File: config.mk
export PLATFORM = sky130hd
export DESIGN_NAME = timed_event_table
export DESIGN_NICKNAME = d
export VERILOG_FILES = /design/src/hdl/tet_pkg.sv /design/src/hdl/tet_cell.sv /design/src/hdl/timed_event_table.sv
export VERILOG_INCLUDE_DIRS = /design/src /design/src/hdl
export SDC_FILE = /design/constraint.sdc
export NUM_CORES = 2
export LEC_CHECK = 0
export ABC_CLOCK_PERIOD_IN_PS = 7590
export BUFFER_PORTS_ARGS = -buffer_cell sky130_fd_sc_hd__buf_2
export CORE_MARGIN = 2
export CORE_UTILIZATION = 37
export CTS_CLUSTER_DIAMETER = 40
export CTS_CLUSTER_SIZE = 14
export DETAILED_ROUTE_END_ITERATION = 10
export PLACE_DENSITY = 0.55
export SYNTH_ARGS = -nofsm -noshare
export SYNTH_HDL_FRONTEND = slang
export SYNTH_HIERARCHICAL = 1
export SYNTH_SLANG_ARGS = --single-unit
File: constraint.sdc
create_clock -name clk -period 7.59 [get_ports clk]
set_clock_uncertainty 0.1 [all_clocks]
set_input_delay 0.759 -clock clk [delete_from_list [all_inputs] [get_ports clk]]
set_output_delay 0.759 -clock clk [all_outputs]
set_load 0.005 [all_outputs]
File: src/hdl/assert_macros.svh
// ---------------------------------------------------------------------------
// assert_macros.svh
// Clocked assertion shorthands; compiled out when SYNTH is defined.
// ---------------------------------------------------------------------------
`ifndef ASSERT_MACROS_SVH
`define ASSERT_MACROS_SVH

`ifndef SYNTH

// Property must hold at every edge outside reset.
`define ASRT_ALWAYS(label, clk, rst_n, expr) \
  label: assert property (@(posedge clk) disable iff (!rst_n) (expr)) \
    else $error("assertion failed");

// Antecedent implies consequent in the same cycle, outside reset.
`define ASRT_IMPLIES(label, clk, rst_n, ante, cons) \
  label: assert property (@(posedge clk) disable iff (!rst_n) (ante) |-> (cons)) \
    else $error("assertion failed");

`else

`define ASRT_ALWAYS(label, clk, rst_n, expr)
`define ASRT_IMPLIES(label, clk, rst_n, ante, cons)

`endif

`endif

File: src/hdl/tet_pkg.sv
// ---------------------------------------------------------------------------
// tet_pkg
// Shared types and constants of the timed event table.
// ---------------------------------------------------------------------------
`timescale 1ns / 1ps

package tet_pkg;

  localparam int TET_NUM_SLOTS = 8;
  localparam int TIME_W        = 32;
  localparam int ID_W          = 8;
  localparam int SLOT_W        = 3;

  typedef enum logic [1:0] {
    MODE_SCHED  = 2'd0,
    MODE_CHECK  = 2'd1,
    MODE_CANCEL = 2'd2,
    MODE_IGNORE = 2'd3
  } mode_t;

  typedef enum logic [1:0] {
    KIND_SCHED  = 2'd0,
    KIND_FIRED  = 2'd1,
    KIND_DONE   = 2'd2,
    KIND_CANCEL = 2'd3
  } kind_t;

  // Request token walking down the slot chain.
  typedef struct packed {
    logic              vld;
    mode_t             mode;
    logic [TIME_W-1:0] now;
    logic [TIME_W-1:0] delay;
    logic [TIME_W-1:0] period;
    logic [ID_W-1:0]   id;
  } tok_t;

  // One result transaction.
  typedef struct packed {
    logic              vld;
    kind_t             kind;
    logic              ok;
    logic [ID_W-1:0]   id;
    logic [SLOT_W-1:0] slot;
    logic              last;
  } res_t;

endpackage

File: src/hdl/tet_cell.sv
// ---------------------------------------------------------------------------
// tet_cell
// One event slot; serves the token passing by and hands it on.
// ---------------------------------------------------------------------------
`timescale 1ns / 1ps

module tet_cell #(
  parameter int IDX = 0
) (
  input  logic          clk,
  input  logic          rst_n,
  input  logic          step,
  input  tet_pkg::tok_t tok_in,
  output tet_pkg::tok_t tok_out,
  output tet_pkg::res_t res
);
  import tet_pkg::*;

  localparam logic [SLOT_W-1:0] SLOT = SLOT_W'(IDX);

  logic              active_r, active_nxt;
  logic [TIME_W-1:0] trig_r, trig_nxt;
  logic [TIME_W-1:0] per_r, per_nxt;
  logic [ID_W-1:0]   ident_r, ident_nxt;
  tok_t              tok_r, tok_nxt;
  logic              kill;
  logic              due;

  assign due = active_r && (tok_in.now >= trig_r);

  always_comb begin
    active_nxt = active_r;
    trig_nxt   = trig_r;
    per_nxt    = per_r;
    ident_nxt  = ident_r;
    kill       = 1'b0;
    res        = '0;
    if (tok_in.vld) begin
      unique case (tok_in.mode)
        MODE_SCHED: begin
          if (!active_r) begin
            active_nxt = 1'b1;
            trig_nxt   = tok_in.now + tok_in.delay;
            per_nxt    = tok_in.period;
            ident_nxt  = tok_in.id;
            kill       = 1'b1;
            res        = '{vld: 1'b1, kind: KIND_SCHED, ok: 1'b1, id: tok_in.id,
                           slot: SLOT, last: 1'b1};
          end
        end
        MODE_CHECK: begin
          if (due) begin
            res = '{vld: 1'b1, kind: KIND_FIRED, ok: 1'b0, id: ident_r,
                    slot: SLOT, last: 1'b0};
            if (per_r != '0) trig_nxt = trig_r + per_r;
            else active_nxt = 1'b0;
          end
        end
        MODE_CANCEL: begin
          if (active_r && (ident_r == tok_in.id)) begin
            active_nxt = 1'b0;
            kill       = 1'b1;
            res        = '{vld: 1'b1, kind: KIND_CANCEL, ok: 1'b1, id: tok_in.id,
                           slot: SLOT, last: 1'b1};
          end
        end
        default: ;  // never injected
      endcase
    end
    tok_nxt     = tok_in;
    tok_nxt.vld = tok_in.vld && !kill;
  end

  always_ff @(posedge clk) begin
    if (!rst_n) begin
      active_r  <= 1'b0;
      tok_r.vld <= 1'b0;
    end else if (step) begin
      active_r <= active_nxt;
      tok_r    <= tok_nxt;
    end
  end

  always_ff @(posedge clk) begin
    if (step) begin
      trig_r  <= trig_nxt;
      per_r   <= per_nxt;
      ident_r <= ident_nxt;
    end
  end

  assign tok_out = tok_r;

endmodule

File: src/hdl/timed_event_table.sv
// ---------------------------------------------------------------------------
// timed_event_table
// Table of timed event slots with schedule, check and cancel requests.
// ---------------------------------------------------------------------------
// A request is accepted only while no earlier request is still in flight.
// It is parked in a head register and then walks a chain of NUM_SLOTS slot
// cells, one cell per clock, each cell checking and updating its own slot.
// A schedule stops at the first free slot, a cancel at the first active
// slot with the same id; a check visits every slot, emitting a fired
// transaction for each due slot, and the done marker is produced when the
// token falls off the end of the chain. The chain only moves while the
// output register can take a new transaction, so backpressure on
// out_ready stalls the token in place. Mode 3 requests are accepted and
// dropped with no transaction. Due test is a plain unsigned now >= trigger;
// trigger arithmetic wraps mod 2^32.
// ---------------------------------------------------------------------------
`timescale 1ns / 1ps
`include "assert_macros.svh"

module timed_event_table #(
  parameter int NUM_SLOTS = tet_pkg::TET_NUM_SLOTS
) (
  input  logic                        clk,
  input  logic                        rst_n,
  // request channel
  input  logic                        in_valid,
  output logic                        in_ready,
  input  logic [1:0]                  in_mode,
  input  logic [tet_pkg::TIME_W-1:0]  in_now,
  input  logic [tet_pkg::TIME_W-1:0]  in_delay,
  input  logic [tet_pkg::TIME_W-1:0]  in_period,
  input  logic [tet_pkg::ID_W-1:0]    in_event_id,
  // result channel
  output logic                        out_valid,
  input  logic                        out_ready,
  output logic [1:0]                  out_kind,
  output logic                        out_ok,
  output logic [tet_pkg::ID_W-1:0]    out_fired_id,
  output logic [tet_pkg::SLOT_W-1:0]  out_slot,
  output logic                        out_last
);
  import tet_pkg::*;

  // chain[0] is the head register, chain[i+1] the token leaving cell i
  tok_t chain [NUM_SLOTS+1];
  res_t cell_res [NUM_SLOTS];

  tok_t head_r;
  logic busy_r;
  logic step;          // chain and output register advance together
  logic accept;
  mode_t in_mode_e;
  tok_t  tail;
  res_t  tail_res;
  res_t  res_all;
  res_t  out_r;
  logic  out_valid_r;
  logic [NUM_SLOTS:0] tok_vec;

  assign in_mode_e = mode_t'(in_mode);
  assign in_ready  = !busy_r;
  assign accept    = in_valid && in_ready;
  assign step      = !out_valid_r || out_ready;

  // -------- head register: takes the transaction, feeds cell 0 ---------
  always_ff @(posedge clk) begin
    if (!rst_n) begin
      head_r.vld <= 1'b0;
      busy_r     <= 1'b0;
    end else begin
      if (accept && (in_mode_e != MODE_IGNORE)) begin
        head_r <= '{vld: 1'b1, mode: in_mode_e, now: in_now, delay: in_delay,
                    period: in_period, id: in_event_id};
        busy_r <= 1'b1;
      end else begin
        if (step) head_r.vld <= 1'b0;
        // final transaction of the request leaves: table free again
        if (step && res_all.vld && res_all.last) busy_r <= 1'b0;
      end
    end
  end

  assign chain[0] = head_r;

  // -------- slot chain ---------------------------------------------------
  for (genvar i = 0; i < NUM_SLOTS; i++) begin : g_cell
    tet_cell #(
      .IDX (i)
    ) u_cell (
      .clk     (clk),
      .rst_n   (rst_n),
      .step    (step),
      .tok_in  (chain[i]),
      .tok_out (chain[i+1]),
      .res     (cell_res[i])
    );
  end

  // -------- end of chain: nothing hit, close out the request -------------
  assign tail = chain[NUM_SLOTS];

  always_comb begin
    tail_res = '0;
    if (tail.vld) begin
      unique case (tail.mode)
        MODE_SCHED:  tail_res = '{vld: 1'b1, kind: KIND_SCHED, ok: 1'b0,
                                  id: tail.id, slot: '0, last: 1'b1};
        MODE_CHECK:  tail_res = '{vld: 1'b1, kind: KIND_DONE, ok: 1'b0,
                                  id: '0, slot: '0, last: 1'b1};
        MODE_CANCEL: tail_res = '{vld: 1'b1, kind: KIND_CANCEL, ok: 1'b0,
                                  id: tail.id, slot: '0, last: 1'b1};
        default:     tail_res = '0;
      endcase
    end
  end

  // Only the stage holding the token drives a nonzero result, so OR merges.
  always_comb begin
    res_all = tail_res;
    for (int i = 0; i < NUM_SLOTS; i++) begin
      res_all = res_t'(res_all | cell_res[i]);
    end
  end

  // -------- output register ---------------------------------------------
  always_ff @(posedge clk) begin
    if (!rst_n) begin
      out_valid_r <= 1'b0;
    end else if (step) begin
      out_valid_r <= res_all.vld;
      out_r       <= res_all;
    end
  end

  assign out_valid    = out_valid_r;
  assign out_kind     = out_r.kind;
  assign out_ok       = out_r.ok;
  assign out_fired_id = out_r.id;
  assign out_slot     = out_r.slot;
  assign out_last     = out_r.last;

  // -------- checks ---------------------------------------------------------
  always_comb begin
    for (int i = 0; i <= NUM_SLOTS; i++) tok_vec[i] = chain[i].vld;
  end

  // at most one request walks the chain
  `ASRT_ALWAYS(a_one_token, clk, rst_n, $onehot0(tok_vec))
  // busy exactly while a token is somewhere in the chain
  `ASRT_ALWAYS(a_busy_token, clk, rst_n, busy_r == (tok_vec != '0))
  // results are produced only on behalf of an accepted request
  `ASRT_IMPLIES(a_res_busy, clk, rst_n, step && res_all.vld, busy_r)

endmodule

# --- After elaboration in Yosys (flattened, before gate mapping) ---
# Cells that the tools add are included.
classes:
  order_cmp: 8
  shifts: 0
  div: 0
  n_reduce_logical: 100
  mul: 0
  n_eq_ne: 67
  bitwise: 16
  mux: 142
  n_addsub: 16
ops:
  columns: ["cell", "count"]
  rows:
  - ["32-bit two-way mux", 24]
  - ["16-bit two-way mux", 33]
  - ["32-bit adder", 16]
  - ["32-bit case mux with 2 select lines", 8]
  - ["16-bit case mux with 3 select lines", 9]
  - ["32-bit greater-or-equal comparator", 8]
  - ["32-bit nonzero test", 8]
  - ["16-bit OR", 8]
  - ["6-bit AND reduction", 16]
  - ["8-bit == test", 8]
  - ["1-bit two-way mux", 52]
  - ["2-bit by 1-bit != test with 1-bit output (second input constant)", 24]
  - ["2-bit != test (second input constant)", 17]
  - ["4-bit AND reduction", 8]
  - ["1-bit logical AND", 28]
  - ["1-bit case mux with 3 select lines", 8]
  - ["3-bit nonzero test", 8]
  - ["2-bit nonzero test", 10]
  - ["2-bit by 1-bit == test with 1-bit output (second input constant)", 9]
  - ["2-bit == test (second input constant)", 9]
  - ["2-bit logical NOT", 9]
  - ["1-bit case mux with 2 select lines", 8]
  - ["1-bit logical NOT", 10]
  - ["1-bit NOT", 8]
  - ["other kinds (2)", 3]
word_totals:
  mem_count: 0
  ram_bits: 0
  input_bits: 110
  rom_bits: 0
  output_inout_bits: 17
  word_cells: 439
  latch_bits: 0
  ff_bits: 1468

# --- Longest topological paths before layout ---
logic_depth:
  depth_word: 17
  mapped_depth: 17
  mapped_depth_nobuf: 16

# --- Cells and area by module ---
# The synthesis kept the hierarchy.
modules_own_cells:
  columns: ["mod", "n_inst", "seq_area_each_um2", "cells_per_inst", "area_each_um2"]
  rows:
  - ["tet_cell at g_cell[2].u_cell ...", 2, 5385.2, 857, 10134.7]
  - ["tet_cell at g_cell[5].u_cell ...", 2, 5385.2, 846, 10062.2]
  - ["tet_cell at g_cell[0].u_cell", 1, 5385.2, 881, 10322.4]
  - ["tet_cell at g_cell[1].u_cell", 1, 5385.2, 878, 10277.4]
  - ["tet_cell at g_cell[7].u_cell", 1, 5385.2, 845, 10058.4]
  - ["tet_cell at g_cell[4].u_cell", 1, 5385.2, 836, 10007.1]
  - ["timed_event_table", 1, 3693.5, 201, 4154.0]

# --- Worst setup path before layout ---
# No wires, ideal clock.
synth_timing:
  path_kind: "in2reg"
  start: "in rst_n"
  end: "reg head_r, in the netlist chain[856] (enable)"
  required_time_ns: 6.928
  setup_time_ns: 0.562
  n_path_buf: 0
  path_stages: 2
  path_slack_ns: 1.812
  t_arrival_ns: 5.117
  path_cell_list: "nand2_2 -> a211oi_2"
synth_via:
  elab_chain_cells: 1
synth_lines:
  columns: ["element", "line_no", "text"]
  rows:
  - ["start: declaration", "timed_event_table.sv:24", "input logic rst_n,"]
  - ["2-bit AND reduction (no source line)", null, null]
  - ["end signal: assignment", "timed_event_table.sv:72", "head_r <= '{vld: 1'b1, mode: in_mode_e, now: in_now, delay: in_delay,"]
  - ["end: declaration", "timed_event_table.sv:48", "tok_t head_r;"]
# No other way between the ends.
# A chain may end at the register's enable or synchronous reset.

# --- Worst setup path in the final report ---
layout_timing:
  start: "reg g_cell[3].u_cell.tok_r, in the netlist g_cell[3].u_cell/tok_out[72]"
  end: "reg busy_r"
layout_via:
  elab_chain_cells: 12
layout_lines:
  columns: ["element", "line_no", "text"]
  rows:
  - ["start: declaration", "tet_cell.sv:25", "tok_t tok_r, tok_nxt;"]
  - ["start signal: assignment", "tet_cell.sv:80", "tok_r <= tok_nxt;"]
  - ["32-bit greater-or-equal comparator", "tet_cell.sv:29", "assign due = active_r && (tok_in.now >= trig_r);"]
  - ["1-bit logical AND", "tet_cell.sv:29", null]
  - ["16-bit two-way mux", "tet_cell.sv:52", "if (due) begin"]
  - ["16-bit case mux with 3 select lines", "tet_cell.sv:39", "unique case (tok_in.mode)"]
  - ["16-bit two-way mux", "tet_cell.sv:38", "if (tok_in.vld) begin"]
  - ["16-bit OR (4 in series)", "timed_event_table.sv:121", "res_all = res_t'(res_all | cell_res[i]);"]
  - ["1-bit logical AND (2 in series)", "timed_event_table.sv:78", "if (step && res_all.vld && res_all.last) busy_r <= 1'b0;"]
  - ["2-bit nonzero test (no source line)", null, null]
  - ["end signal: assignment", "timed_event_table.sv:69", "busy_r <= 1'b0;"]
  - ["end signal: assignment", "timed_event_table.sv:74", "busy_r <= 1'b1;"]
  - ["end signal: assignment", "timed_event_table.sv:78", null]
  - ["end: declaration", "timed_event_table.sv:49", "logic busy_r;"]
# No other way between the ends.

==> results.ini <==
[floorplan]
die_x_um=476
rows=173
start_util_pct=37.1
die-area_um2=226000
core_um2=222000
chipHeight_um=476
ios=127

[route]
vias=56542
post_drt_via_cell_ratio=5.36
first_pass_iters=6
drtIter0Drc=3811
drc=0
routedWlPerCell_um=20.8
antenna_left=0
routed_wl_mm=220

[clock_tree]
clock_path_buffers=4
clock-sinks=1468
root_buffer=clkbuf_16
clk_latency_ns=0.89
clk_pin_slew_worst_paths_ns=0.05
cts_made_buffers=274
cts_tree=yes
cts_resized=0
h-tree-depth=5

[worst_setup_path]
regToRegSetupSlack_ns=3.16
end_kind=register
critPathMaxStageDelay_ns=0.96
slowest_stage=nor3_1
crit_fanout=10
cp.required_ns=8.25
critPathLaunchType=register
path_cells=inv_1, ha_1, nand2b_1, a21o_1, a21o_1, a21oi_1, o21ai_0, a2111oi_0, nor2_1, a32oi_1, nor3_1, or2_2, nor4_1, nand3_1, nand3_1, a31o_1
arrival_ns=5.10
path_class=reg2reg

[global_routing]
grt_pass1_wl_mm=335
antenna_found_initial=3
grt_pass1_vias=57872
grt_max_degree=76
track_usage_pct=19.2
grt-ovfl-total=0

[sta]
setup_violations=0
fmax_mhz=226
rsz0062_at_grt=no
hold_violations=0
relSlewSlack_pct=19.3
final_max_slew_viol_count=0
tightest_slew_ns=1.20
holdWs_ns=0.225
tns_ns=0
post-route-period-util_pct=58.4
min_period_ns=4.43

[layout]
multi_input_area_um2=36300
drive_gt1_share_pct=10.9
seq_area_um2=43900
fillers=20301
area_growth_pct=17.4
finalNetCount=8290

[flow_run]
maxCapViolations=0

[power_and_ir_drop]
p_leak_nw=37.9
ir_drop_v=0.000242
cellPowerDensity_nw_per_um2=243
power_mw=23.5

[outcome]
status=complete, no violations

[yosys]
yosysWarnings=6
syn_area_um2=82300
avgSynthCellArea_um2=11.8
postSynthCellCount=6951

[worst_hold_path]
min_path_type=in2reg

[place]
dp_hpwl_mm=171
globalplace.congestion=0.940
numPortBuffers=126

[state kept, by name (all words and copies together), names as in the netlist, 2 cells and up]
signal	cells
chain	107
g_cell.u_cell/per_r	256
g_cell.u_cell/ident_r	64
out_kind	2
g_cell.u_cell/tok_out	760
out_fired_id	8
g_cell.u_cell/trig_r	256
g_cell.u_cell/active_r	8
out_slot	3
[per-layer routing]
layer  vias up  track usage (%)  part of all wire, %
met4         0             7.42                  3.7
li1      27360                -                    -
met5         -                0                    0
met1     27164             24.6                   44
met2      1544             32.6                   48
met3       474             2.93                  4.7
[placed cells by master (no fill, tap or decap), types with 134 or more instances in the layout]
| cell type | instances |
|---|---|
| a21o_1 | 272 |
| a21oi_1 | 589 |
| clkbuf_16 | 278 |
| edfxtp_1 | 1449 |
| ha_1 | 791 |
| inv_1 | 409 |
| nand2_1 | 420 |
| nand3_1 | 154 |
| nor2_1 | 305 |
| nor4_1 | 134 |
| o21ai_0 | 314 |
| xnor2_1 | 252 |
| xor2_1 | 215 |
[final cells by class]
class | instances | area share (%)
clock inverter | 184 | 2.11
sequential | 1468 | 45.4
clock buffer | 292 | 7.27
tap | 2975 | 3.85
multi-input combinational | 4922 | 37.6
timing repair buffer | 291 | 2.21
inverter | 412 | 1.60
antenna | 1 | 0.00259
[critical path, delay by kind of cell, from the launching register on]
family / cells / cell delay, ns
compound gates: 7 / 1.63
flops: 1 / 0.38
buf+inv: 1 / 0.06
simple gates: 7 / 1.93
fa+ha+maj: 1 / 0.26
[through the flow]
| step | cell area [um2] | util [%] | instances | worst slack [ns] |
|---|---|---|---|---|
| finish | 96700 | 43.6 | 10545 | 3.16 |
| detailed placement | 86500 | 39.0 | 9962 | 3.10 |
| global placement | 86500 | 39.0 | 9962 | 3.09 |
| floorplan | 82300 | - | 6956 | 1.81 |
| CTS | 96700 | 43.6 | 10544 | 3.07 |
| global route | 96700 | 43.6 | 10544 | 2.91 |
[worst paths after layout]
| kind | start | endpoint | cells past startpoint |
|---|---|---|---|
| max | g_cell[3].u_cell/tok_out[72] | busy_r | 16 |
| min | out_ready | out_valid | 3 |
| max reg2reg | g_cell[3].u_cell/tok_out[72] | busy_r | 16 |
| min reg2reg | g_cell[6].u_cell/tok_out[14] | g_cell[7].u_cell/per_r[6] | 0 |
[power breakdown]
group	switching (mW)	leakage [nW]	internal [mW]	total, mW
Clock	4.28	4.38	7.75	12.0
Sequential	0.276	13.8	9.32	9.59
Combinational	1.10	19.7	0.783	1.88
Total	5.66	37.9	17.9	23.5
[what timing repair did]
item,in CTS,in global routing
hold buffers,106,0
endpoints found under the hold margin,106,0
buffers inserted,0,0
No activity file was read; power rests on OpenSTA's default activity.
